===== src/design/sha1_pkg.sv =====
// ----------------------------------------------------------------------------
// sha1_pkg
// Shared types, constants and round functions of the SHA-1 hash engine.
// ----------------------------------------------------------------------------
package sha1_pkg;

  localparam int unsigned WordW   = 32;
  localparam int unsigned Rounds  = 80;
  localparam int unsigned NumHash = 5;
  localparam int unsigned NumWin  = 16;

  localparam logic [WordW-1:0] K0 = 32'h5a827999;
  localparam logic [WordW-1:0] K1 = 32'h6ed9eba1;
  localparam logic [WordW-1:0] K2 = 32'h8f1bbcdc;
  localparam logic [WordW-1:0] K3 = 32'hca62c1d6;

  localparam logic [WordW-1:0] H_INIT [NumHash] = '{
    32'h67452301, 32'hefcdab89, 32'h98badcfe, 32'h10325476, 32'hc3d2e1f0
  };

  localparam logic [7:0] PAD_BYTE = 8'h80;

  localparam logic KIND_DATA   = 1'b0;
  localparam logic KIND_FINISH = 1'b1;

  typedef enum logic [2:0] {
    ST_IDLE,
    ST_LOAD,
    ST_ROUND,
    ST_ADD,
    ST_LEN_BLK,
    ST_EMIT
  } state_t;

  typedef enum logic [1:0] {
    PH_CH,
    PH_PAR1,
    PH_MAJ,
    PH_PAR2
  } phase_t;

  typedef struct packed {
    logic       byte_wr;
    logic       pad_wr;
    logic       len_blk;
    logic       load;
    logic       round;
    logic       add;
    logic       clear;
    phase_t     phase;
    logic [2:0] word_idx;
  } cmd_t;

  typedef struct packed {
    logic pos_last;
    logic pos_hi;
  } status_t;

  function automatic logic [WordW-1:0] round_f(phase_t ph, logic [WordW-1:0] b,
                                               logic [WordW-1:0] c,
                                               logic [WordW-1:0] d);
    logic [WordW-1:0] r;
    case (ph)
      PH_CH:   r = (b & c) ^ (~b & d);
      PH_MAJ:  r = (b & c) ^ (b & d) ^ (c & d);
      default: r = b ^ c ^ d;
    endcase
    return r;
  endfunction

  function automatic logic [WordW-1:0] round_k(phase_t ph);
    logic [WordW-1:0] r;
    case (ph)
      PH_CH:   r = K0;
      PH_PAR1: r = K1;
      PH_MAJ:  r = K2;
      default: r = K3;
    endcase
    return r;
  endfunction

endpackage


===== src/design/sha1_ctrl.sv =====
// ----------------------------------------------------------------------------
// sha1_ctrl
// Sequencer: byte intake, padding, 80-round compression and digest output.
// ----------------------------------------------------------------------------
module sha1_ctrl (
  input  logic               clk,
  input  logic               rst_n,
  input  logic               in_tvalid,
  output logic               in_tready,
  input  logic               in_tuser,
  output logic               out_tvalid,
  input  logic               out_tready,
  output logic               out_tlast,
  input  sha1_pkg::status_t  status,
  output sha1_pkg::cmd_t     cmd
);

  sha1_pkg::state_t state_r, state_nxt;
  logic [6:0]       round_r, round_nxt;
  logic             fin_r, fin_nxt;
  logic             len_pend_r, len_pend_nxt;
  logic [2:0]       idx_r, idx_nxt;

  logic in_acc, out_acc, last_round, last_word;

  assign in_acc     = in_tvalid && in_tready;
  assign out_acc    = out_tvalid && out_tready;
  assign last_round = (round_r == 7'(sha1_pkg::Rounds - 1));
  assign last_word  = (idx_r == 3'(sha1_pkg::NumHash - 1));

  always_ff @(posedge clk) begin
    if (!rst_n) begin
      state_r    <= sha1_pkg::ST_IDLE;
      round_r    <= '0;
      fin_r      <= 1'b0;
      len_pend_r <= 1'b0;
      idx_r      <= '0;
    end else begin
      state_r    <= state_nxt;
      round_r    <= round_nxt;
      fin_r      <= fin_nxt;
      len_pend_r <= len_pend_nxt;
      idx_r      <= idx_nxt;
    end
  end

  // next state
  always_comb begin
    state_nxt    = state_r;
    round_nxt    = round_r;
    fin_nxt      = fin_r;
    len_pend_nxt = len_pend_r;
    idx_nxt      = idx_r;
    case (state_r)
      sha1_pkg::ST_IDLE: begin
        if (in_acc) begin
          if (in_tuser == sha1_pkg::KIND_FINISH) begin
            fin_nxt      = 1'b1;
            len_pend_nxt = status.pos_hi;
            state_nxt    = sha1_pkg::ST_LOAD;
          end else if (status.pos_last) begin
            state_nxt = sha1_pkg::ST_LOAD;
          end
        end
      end
      sha1_pkg::ST_LOAD: begin
        round_nxt = '0;
        state_nxt = sha1_pkg::ST_ROUND;
      end
      sha1_pkg::ST_ROUND: begin
        round_nxt = round_r + 7'd1;
        if (last_round) state_nxt = sha1_pkg::ST_ADD;
      end
      sha1_pkg::ST_ADD: begin
        if (len_pend_r) begin
          state_nxt = sha1_pkg::ST_LEN_BLK;
        end else if (fin_r) begin
          idx_nxt   = '0;
          state_nxt = sha1_pkg::ST_EMIT;
        end else begin
          state_nxt = sha1_pkg::ST_IDLE;
        end
      end
      sha1_pkg::ST_LEN_BLK: begin
        len_pend_nxt = 1'b0;
        state_nxt    = sha1_pkg::ST_LOAD;
      end
      sha1_pkg::ST_EMIT: begin
        if (out_acc) begin
          idx_nxt = idx_r + 3'd1;
          if (last_word) begin
            fin_nxt   = 1'b0;
            state_nxt = sha1_pkg::ST_IDLE;
          end
        end
      end
      default: state_nxt = sha1_pkg::ST_IDLE;
    endcase
  end

  // outputs
  always_comb begin
    cmd          = '0;
    cmd.word_idx = idx_r;
    if (round_r < 7'd20)      cmd.phase = sha1_pkg::PH_CH;
    else if (round_r < 7'd40) cmd.phase = sha1_pkg::PH_PAR1;
    else if (round_r < 7'd60) cmd.phase = sha1_pkg::PH_MAJ;
    else                      cmd.phase = sha1_pkg::PH_PAR2;
    in_tready  = 1'b0;
    out_tvalid = 1'b0;
    out_tlast  = 1'b0;
    case (state_r)
      sha1_pkg::ST_IDLE: begin
        in_tready   = rst_n;
        cmd.byte_wr = in_acc && (in_tuser == sha1_pkg::KIND_DATA);
        cmd.pad_wr  = in_acc && (in_tuser == sha1_pkg::KIND_FINISH);
      end
      sha1_pkg::ST_LOAD:    cmd.load    = 1'b1;
      sha1_pkg::ST_ROUND:   cmd.round   = 1'b1;
      sha1_pkg::ST_ADD:     cmd.add     = 1'b1;
      sha1_pkg::ST_LEN_BLK: cmd.len_blk = 1'b1;
      sha1_pkg::ST_EMIT: begin
        out_tvalid = 1'b1;
        out_tlast  = last_word;
        cmd.clear  = out_acc && last_word;
      end
      default: ;
    endcase
  end

endmodule


===== src/design/sha1_dpath.sv =====
// ----------------------------------------------------------------------------
// sha1_dpath
// Block window, length counter, chaining words and the shared round unit.
// ----------------------------------------------------------------------------
module sha1_dpath (
  input  logic              clk,
  input  logic              rst_n,
  input  sha1_pkg::cmd_t    cmd,
  input  logic [7:0]        data_byte,
  output sha1_pkg::status_t status,
  output logic [31:0]       digest_word
);

  logic [31:0] win_r [sha1_pkg::NumWin];
  logic [31:0] win_nxt [sha1_pkg::NumWin];
  logic [31:0] h_r [sha1_pkg::NumHash];
  logic [31:0] v_r [sha1_pkg::NumHash];
  logic [5:0]  pos_r;
  logic [63:0] bits_r;

  logic [31:0] a, w_mix, w_new, t_sum;
  logic [3:0]  pos_word;
  logic [1:0]  pos_lane;

  assign pos_word = pos_r[5:2];
  assign pos_lane = pos_r[1:0];
  assign a        = v_r[0];
  assign w_mix    = win_r[13] ^ win_r[8] ^ win_r[2] ^ win_r[0];
  assign w_new    = {w_mix[30:0], w_mix[31]};
  assign t_sum    = {a[26:0], a[31:27]}
                  + sha1_pkg::round_f(cmd.phase, v_r[1], v_r[2], v_r[3])
                  + v_r[4] + sha1_pkg::round_k(cmd.phase) + win_r[0];

  assign status.pos_last = (pos_r == 6'd63);
  assign status.pos_hi   = (pos_r >= 6'd56);
  assign digest_word     = h_r[cmd.word_idx];

  // window next value
  always_comb begin
    for (int i = 0; i < sha1_pkg::NumWin; i++) win_nxt[i] = win_r[i];
    if (cmd.byte_wr) begin
      case (pos_lane)
        2'd0:    win_nxt[pos_word][31:24] = data_byte;
        2'd1:    win_nxt[pos_word][23:16] = data_byte;
        2'd2:    win_nxt[pos_word][15:8]  = data_byte;
        default: win_nxt[pos_word][7:0]   = data_byte;
      endcase
    end else if (cmd.pad_wr) begin
      for (int i = 0; i < sha1_pkg::NumWin; i++) begin
        for (int b = 0; b < 4; b++) begin
          if (6'(i * 4 + b) == pos_r)
            win_nxt[i][31-8*b -: 8] = sha1_pkg::PAD_BYTE;
          else if (6'(i * 4 + b) > pos_r)
            win_nxt[i][31-8*b -: 8] = 8'h00;
        end
      end
      if (!status.pos_hi) begin
        win_nxt[14] = bits_r[63:32];
        win_nxt[15] = bits_r[31:0];
      end
    end else if (cmd.len_blk) begin
      for (int i = 0; i < sha1_pkg::NumWin; i++) win_nxt[i] = '0;
      win_nxt[14] = bits_r[63:32];
      win_nxt[15] = bits_r[31:0];
    end else if (cmd.round) begin
      for (int i = 0; i < sha1_pkg::NumWin - 1; i++) win_nxt[i] = win_r[i+1];
      win_nxt[sha1_pkg::NumWin-1] = w_new;
    end
  end

  always_ff @(posedge clk) begin
    for (int i = 0; i < sha1_pkg::NumWin; i++) win_r[i] <= win_nxt[i];
  end

  always_ff @(posedge clk) begin
    if (cmd.load) begin
      for (int i = 0; i < sha1_pkg::NumHash; i++) v_r[i] <= h_r[i];
    end else if (cmd.round) begin
      v_r[0] <= t_sum;
      v_r[1] <= a;
      v_r[2] <= {v_r[1][1:0], v_r[1][31:2]};
      v_r[3] <= v_r[2];
      v_r[4] <= v_r[3];
    end
  end

  always_ff @(posedge clk) begin
    if (!rst_n || cmd.clear) begin
      for (int i = 0; i < sha1_pkg::NumHash; i++) h_r[i] <= sha1_pkg::H_INIT[i];
      pos_r  <= '0;
      bits_r <= '0;
    end else begin
      if (cmd.add) begin
        for (int i = 0; i < sha1_pkg::NumHash; i++) h_r[i] <= h_r[i] + v_r[i];
      end
      if (cmd.byte_wr) begin
        pos_r  <= pos_r + 6'd1;
        bits_r <= bits_r + 64'd8;
      end
    end
  end

endmodule


===== src/design/sha1_hash_engine_core.sv =====
// ----------------------------------------------------------------------------
// sha1_hash_engine_core
// SHA-1 engine taking one message byte per transaction.
// ----------------------------------------------------------------------------
// Input channel: in_tdata carries a message byte, in_tuser selects data (0)
// or finish (1). Data bytes are packed big-endian into a 64-byte block.
// The 64th byte of a block starts a compression (load, 80 rounds of the
// single round unit, chaining add) before the next byte is taken.
// Finish pads the block and compresses it, with an extra block when the
// length field does not fit, then sends five digest words on the output
// channel, word 0 first, out_tlast on word 4.
// in_tready is low while compressing or emitting. A stalled receiver holds
// the current digest word stable; the engine waits without losing state.
// After the last word is taken the engine restarts for the next message.
// Reset (rst_n low, synchronous) loads the initial hash values and clears
// the byte and bit counters; in_tready rises as soon as rst_n is high.
// ----------------------------------------------------------------------------
module sha1_hash_engine_core (
  input  logic        clk,
  input  logic        rst_n,
  input  logic        in_tvalid,
  output logic        in_tready,
  input  logic [7:0]  in_tdata,   // [7:0] data_byte
  input  logic        in_tuser,   // [0] kind
  output logic        out_tvalid,
  input  logic        out_tready,
  output logic [39:0] out_tdata,  // [31:0] digest_word, [34:32] word_index
  output logic        out_tlast
);

  sha1_pkg::cmd_t    cmd;
  sha1_pkg::status_t status;
  logic [31:0]       digest_word;

  sha1_ctrl u_ctrl (
    .clk        (clk),
    .rst_n      (rst_n),
    .in_tvalid  (in_tvalid),
    .in_tready  (in_tready),
    .in_tuser   (in_tuser),
    .out_tvalid (out_tvalid),
    .out_tready (out_tready),
    .out_tlast  (out_tlast),
    .status     (status),
    .cmd        (cmd)
  );

  sha1_dpath u_dpath (
    .clk         (clk),
    .rst_n       (rst_n),
    .cmd         (cmd),
    .data_byte   (in_tdata),
    .status      (status),
    .digest_word (digest_word)
  );

  assign out_tdata = {5'd0, cmd.word_idx, digest_word};

endmodule


===== config.mk =====
export PLATFORM = sky130hd
export DESIGN_NAME = sha1_hash_engine_core
export DESIGN_NICKNAME = d
export VERILOG_FILES = /design/src/design/sha1_pkg.sv /design/src/design/sha1_ctrl.sv /design/src/design/sha1_dpath.sv /design/src/design/sha1_hash_engine_core.sv
export SDC_FILE = /design/constraint.sdc
export NUM_CORES = 2
export LEC_CHECK = 0
export BUFFER_PORTS_ARGS = -buffer_cell sky130_fd_sc_hd__buf_4
export CAP_MARGIN = 5
export CORE_MARGIN = 10
export CORE_UTILIZATION = 55
export CTS_BUF_LIST = sky130_fd_sc_hd__clkbuf_2 sky130_fd_sc_hd__clkbuf_4 sky130_fd_sc_hd__clkbuf_8
export DETAILED_ROUTE_END_ITERATION = 6
export PLACE_DENSITY = 0.78
export REMOVE_ABC_BUFFERS = 1
export SLEW_MARGIN = 20
export SYNTH_ARGS = -nofsm -noshare
export SYNTH_HDL_FRONTEND = slang
export SYNTH_SLANG_ARGS = --single-unit

===== constraint.sdc =====
create_clock -name clk -period 8.57 [get_ports clk]
set_clock_uncertainty 0.05 [all_clocks]
set_input_delay 1.714 -clock clk [delete_from_list [all_inputs] [get_ports clk]]
set_output_delay 1.714 -clock clk [all_outputs]
set_load 0.005 [all_outputs]

Yosys cells after proc, flatten, opt, wreduce, memory -nomap -nowiden
Memories as Yosys holds them, arrays and structs flattened. A register that Yosys moved wholly into a read port is not among the register bits.
Index checks and enable logic that the tools add are counted.
- $add $sub $neg: 13
- bitwise logic cells: 25
- reduce and logical (&&, ||, !) cells: 20
- mux-type cells: 204
- eq/ne operators: 83
- $lt $le $gt $ge: 70
- operator list (operator ; number):
    $bwmux W512 ; 4
    $mux W512 ; 4
    $pmux W512 S3 ; 1
    $mux W8 ; 129
    $demux W32 S4 ; 4
    $mux W32 ; 11
    $add A32 B32 Y32 ; 9
    $xor A32 B32 Y32 ; 8
    $eq A6 B6 Y1 const A ; 32
    $gt A6 B6 Y1 const A ; 32
    $and A32 B32 Y32 ; 4
    $eq A5 B6 Y1 const A ; 16
    $gt A5 B6 Y1 const A ; 16
    $pmux W32 S3 ; 1
    $add A64 B4 Y64 const B ; 1
    $mux W64 ; 1
    $pmux W32 S2 ; 1
    $eq A4 B6 Y1 const A ; 8
    $gt A4 B6 Y1 const A ; 8
    $mux W3 ; 13
    $not A32 Y32 ; 1
    $mux W1 ; 25
    $eq A3 B6 Y1 const A ; 4
    $gt A3 B6 Y1 const A ; 4
    42 further kinds ; 78
- input bits: 13
- memories: 3
- bits in writable memories: 832
- word-level logic and storage cells: 425
- bits in registers: 85
- output and inout bits: 43
- memory list (memory ; depth ; bits a word ; rd ports ; clocked after memory_dff ; write ports ; line ; RTL):
    u_dpath.win_r ; 16 ; 32 ; 16 ; 0 ; 16 ; sha1_dpath.sv:14 ; logic [31:0] win_r [sha1_pkg::NumWin];
    u_dpath.h_r ; 5 ; 32 ; 6 ; 1 ; 5 ; sha1_dpath.sv:16 ; logic [31:0] h_r [sha1_pkg::NumHash];
    u_dpath.v_r ; 5 ; 32 ; 5 ; 0 ; 5 ; sha1_dpath.sv:17 ; logic [31:0] v_r [sha1_pkg::NumHash];

Longest topological paths before layout
- word-level depth: 11
- gate-level depth with buffers: 28

Hierarchy
Synthesis repeated with hierarchy kept, for this count alone.
- cells, all modules: 6537
- area total of the unflattened synthesis: 60016.3 um^2
- modules (own cells, without submodules) (module ; sequential area each (um^2) ; times used ; area each (um^2) ; cells each):
    sha1_dpath ; 26325.2 ; 1 ; 59119.2 ; 6424
    sha1_ctrl ; 300.3 ; 1 ; 855.8 ; 107
    sha1_hash_engine_core ; 0.0 ; 1 ; 41.3 ; 6

Worst setup path before layout
No wires, ideal clock.
- path type: flip-flop to flip-flop
- start point: reg u_ctrl.round_r[5]
- end point: mem u_dpath.v_r[0][30] (data pin)
- library setup time: 0.135 ns
- cell stages (with the launch flop): 27
- slack: 1.928 ns
- data arrival time: 6.457 ns
- path buffers: 4
- period minus slack after synthesis: 6.642 ns
- required time: 8.385 ns
- cells stage by stage: dfxtp_1 > clkbuf_1 > o21ai_0 > a221o_1 > clkbuf_1 > clkbuf_1 > inv_1 > ha_1 > clkbuf_1 > a22oi_1 > o21ai_0 > fa_1 > fa_1 > inv_1 > fa_1 > inv_1 > ha_1 > a211oi_2 > nor2_1 > a31o_1 > o41ai_4 > o31ai_2 > a2111oi_4 > nor3_2 > o2111a_1 > or3_1 > nand3_1
- RTL lines (element ; line ; RTL):
    start, declared ; sha1_ctrl.sv:19 ; logic [6:0] round_r, round_nxt;
    start signal, assigned ; sha1_ctrl.sv:40 ; round_r <= round_nxt;
    end, declared ; sha1_dpath.sv:17 ;

==> results_dict.tcl <==
set metrics [dict create \
    status "finished clean" \
    cts_buffers 163 \
    synth_seq_area_share_pct 44.07 \
    critPathMaxStageDelay_ps 510 \
    cp_top_family "compound AO/OA/AOI/OAI gates" \
    die_y_um 351.8 \
    synthCells 6656 \
    routed_wl_um 201000 \
    wire_per_inst_um 24.85 \
    async_flop_share_pct 0 \
    viasPerCell 6.693 \
    cp_slowest_cell "fa_1" \
    drv_cap 0 \
    crit_path_end_kind "flip-flop" \
    synth_area_um2 60550 \
    layout_commonest_cell "nand2_1" \
    numPortBuffers 50 \
    crit_type "flip-flop to flip-flop" \
    worst_slack_ps 1494 \
    core_area_um2 109200 \
    initialDrtViolationCount 9189 \
    rsz0062_at_grt "no" \
    cts_hold_buf 0 \
    grt_antenna_before_repair 3 \
    cts_tree "built" \
    max_slew_margin_pct 19.13 \
    ys_warn_count 0 \
    crit_chain "or2_2 -> a21oi_1 -> inv_1 -> ha_2 -> buf_4 -> a22oi_1 -> o21ai_0 -> fa_1 -> fa_1 -> inv_1 -> fa_1 -> inv_1 -> ha_1 -> a2111oi_0 -> o21ai_0 -> a31o_1 -> a221o_1 -> a31oi_2 -> o211ai_2 -> a2111o_1 -> a31oi_1 -> xnor2_1 -> o21ai_1" \
    drive_gt1_share_pct 8.395 \
    finalWeightedCongestion 0.9819 \
    grt_max_degree 232 \
    die_area_um2 123800 \
    finalSetupViolations 0 \
    layout_common_cells "nand2_1, edfxtp_1, o21ai_0" \
    yosys_register_bits 917 \
    dr.pass1.iters 7 \
    overflow 0 \
    power_density_nw_per_um2 501.7 \
    cts.path.max_buffers 3 \
    post_cts_resized 0 \
    nNetsFinal 6826 \
    path_depth 23 \
    drc 0 \
    clock_latency_ps 890 \
    start_util_pct 55.47 \
    post_cts_buffers 0 \
    final.min_clock_period_ps 7076 \
    root_buffer "clkbuf_8" \
    place_worst_setup_slack_ps 1226 \
    finalHoldViolations 0 \
    fillers 9144 \
    antenna_left 0 \
    hold_class "flip-flop to flip-flop" \
    crit_path_max_fanout 24 \
    holdPathStages 2 \
    vias 54130 \
    worst_pin_slew_ps 1196 \
    tns_ps 0 \
    dp_hpwl_um 137500 \
    clk_pin_slew_ps 60 \
    synth_edf_count 832 \
    dieWidth_um 351.8 \
    period_share_pct 82.57 \
    p_leak_nw 25.30 \
    grt_pass1_vias 50055 \
    utilization_pct 59.54 \
    grt_pass1_wl_um 303200 \
    startpoint_type "flip-flop" \
    reg2reg_depth 23 \
    synth_area_per_cell_um2 9.097 \
    syn_to_final_growth_pct 7.325 \
    clock.fmax_mhz 141.3 \
    cts.sinks 917 \
    io_pins 56 \
    synth_cell_types 101 \
    grt_usage_pct 31.51 \
    num_rows 121 \
    arrival_ps 7610 \
    cp_num_buf_inv 4 \
    required_ps 9100 \
    vdd_drop_max_v 0.0006588 \
    ctsHtreeMaxLevel 4 \
    ys.flop_type "edfxtp_1" \
    drv_slew 0 \
]
[final timing paths]
path	start	to	slack, ps
max	u_ctrl.round_r[3]$_SDFFE_PN0P_	u_dpath.v_r[0][31]$_DFFE_PP_	1490
min reg2reg	u_dpath.bits_r[4]$_SDFFE_PP0P_	u_dpath.bits_r[4]$_SDFFE_PP0P_	450
max reg2reg	u_ctrl.round_r[3]$_SDFFE_PN0P_	u_dpath.v_r[0][31]$_DFFE_PP_	1490
min	u_dpath.bits_r[4]$_SDFFE_PP0P_	u_dpath.bits_r[4]$_SDFFE_PP0P_	450
[through the flow]
stage	hold WS, ps	cells	total power, W	instance area (um^2)
3_3_place_gp	425.2	7794	0.02716	61730
4_1_cts	443.2	8087	0.03194	64980
6_report	445.0	8088	0.03260	64990
3_5_place_dp	434.5	7794	0.02763	61740
2_1_floorplan	403.6	6198	0.02315	58800
5_1_grt	473.0	8088	0.03483	64990
[report_power, final]
part	internal, W	leakage (nW)	total (W)	switching [W]
clock network	0.00223	1.72	0.00422	0.00200
logic	0.00717	15.2	0.0186	0.0114
registers	0.00782	8.37	0.00979	0.00197
[worst min-delay path: stages (launching register included)]
cell and delay (ps):
dfxtp_1 330, nand2_1 60, a21oi_1 50
[layout make-up]
class,count,area [um^2],area share (%)
sequential,917,26690,41.07
multi-input combinational,5050,31400,48.32
tap,1476,1847,2.842
clock inverter,59,411.6,0.6334
timing repair buffer,120,925.9,1.425
inverter,231,874.6,1.346
clock buffer,234,2833,4.359
antenna,1,2.502,0.003851
[sequential cells by signal, summed over array words and instances (netlist names), named ones only]
register / count
u_ctrl.fin_r: 1
u_dpath.v_r: 160
u_dpath.pos_r: 6
u_ctrl.len_pend_r: 1
u_ctrl.idx_r: 3
u_dpath.h_r: 160
u_ctrl.state_r: 3
u_ctrl.round_r: 7
u_dpath.win_r: 512
u_dpath.bits_r: 61
[synth_stat cells (10+ instances only)]
| cell type | number | area [um^2] |
|---|---|---|
| o211ai_1 | 18 | 135.1 |
| and2_1 | 41 | 256.5 |
| ha_1 | 205 | 2565 |
| buf_1 | 44 | 165.2 |
| a22oi_1 | 395 | 2965 |
| o31ai_1 | 12 | 90.09 |
| nand2b_1 | 39 | 244.0 |
| a211oi_1 | 41 | 307.8 |
| nor2b_1 | 34 | 212.7 |
| inv_1 | 230 | 863.3 |
| and3_1 | 44 | 275.3 |
| or3_1 | 39 | 244.0 |
| mux4_2 | 32 | 720.7 |
| clkbuf_1 | 406 | 1524 |
| a31oi_1 | 26 | 162.7 |
| o21a_1 | 32 | 240.2 |
| mux2_2 | 66 | 743.2 |
| o21ai_0 | 665 | 3328 |
| edfxtp_1 | 832 | 24980 |
| a32oi_1 | 53 | 464.2 |
| or2_2 | 13 | 81.33 |
| nor3_1 | 69 | 345.3 |
| o22ai_1 | 35 | 219.0 |
| a21oi_1 | 463 | 2317 |
| xor2_1 | 90 | 788.3 |
| a21o_1 | 86 | 645.6 |
| nand4_1 | 21 | 131.4 |
| xnor2_1 | 192 | 1682 |
| mux2i_1 | 11 | 110.1 |
| nand2_1 | 1642 | 6163 |
| o221ai_1 | 30 | 262.8 |
| dfxtp_1 | 85 | 1702 |
| nor2_1 | 272 | 1021 |
| nand3_1 | 73 | 365.4 |
| o21bai_1 | 22 | 165.2 |
| fa_1 | 125 | 2502 |
| a21boi_0 | 10 | 75.07 |
| a221o_1 | 19 | 190.2 |
[cells by family after synthesis]
| kind of cell | share of synthesized area [%] |
|---|---|
| AOI/OAI and AO/OA | 20.25 |
| buffers and inverters | 4.354 |
| muxes | 2.599 |
| adders and majority gates | 8.369 |
| DFF | 44.07 |
| and+or+nand+nor | 16.27 |
| other | 0.006193 |
| xor gates and xnor gates | 4.079 |
[per-layer routing]
| metal | vias to the layer above | share of wire (%) | GRT usage, % | routed length [um] |
|---|---|---|---|---|
| met5 | - | 0.013 | 0 | 27 |
| met4 | 4 | 4.1 | 12.47 | 8192 |
| met3 | 588 | 16 | 11.11 | 31830 |
| met1 | 25823 | 38 | 43.75 | 77370 |
| li1 | 23607 | - | - | - |
| met2 | 4108 | 42 | 44.64 | 83570 |
Note: power is estimated with default switching activity, not from simulation.
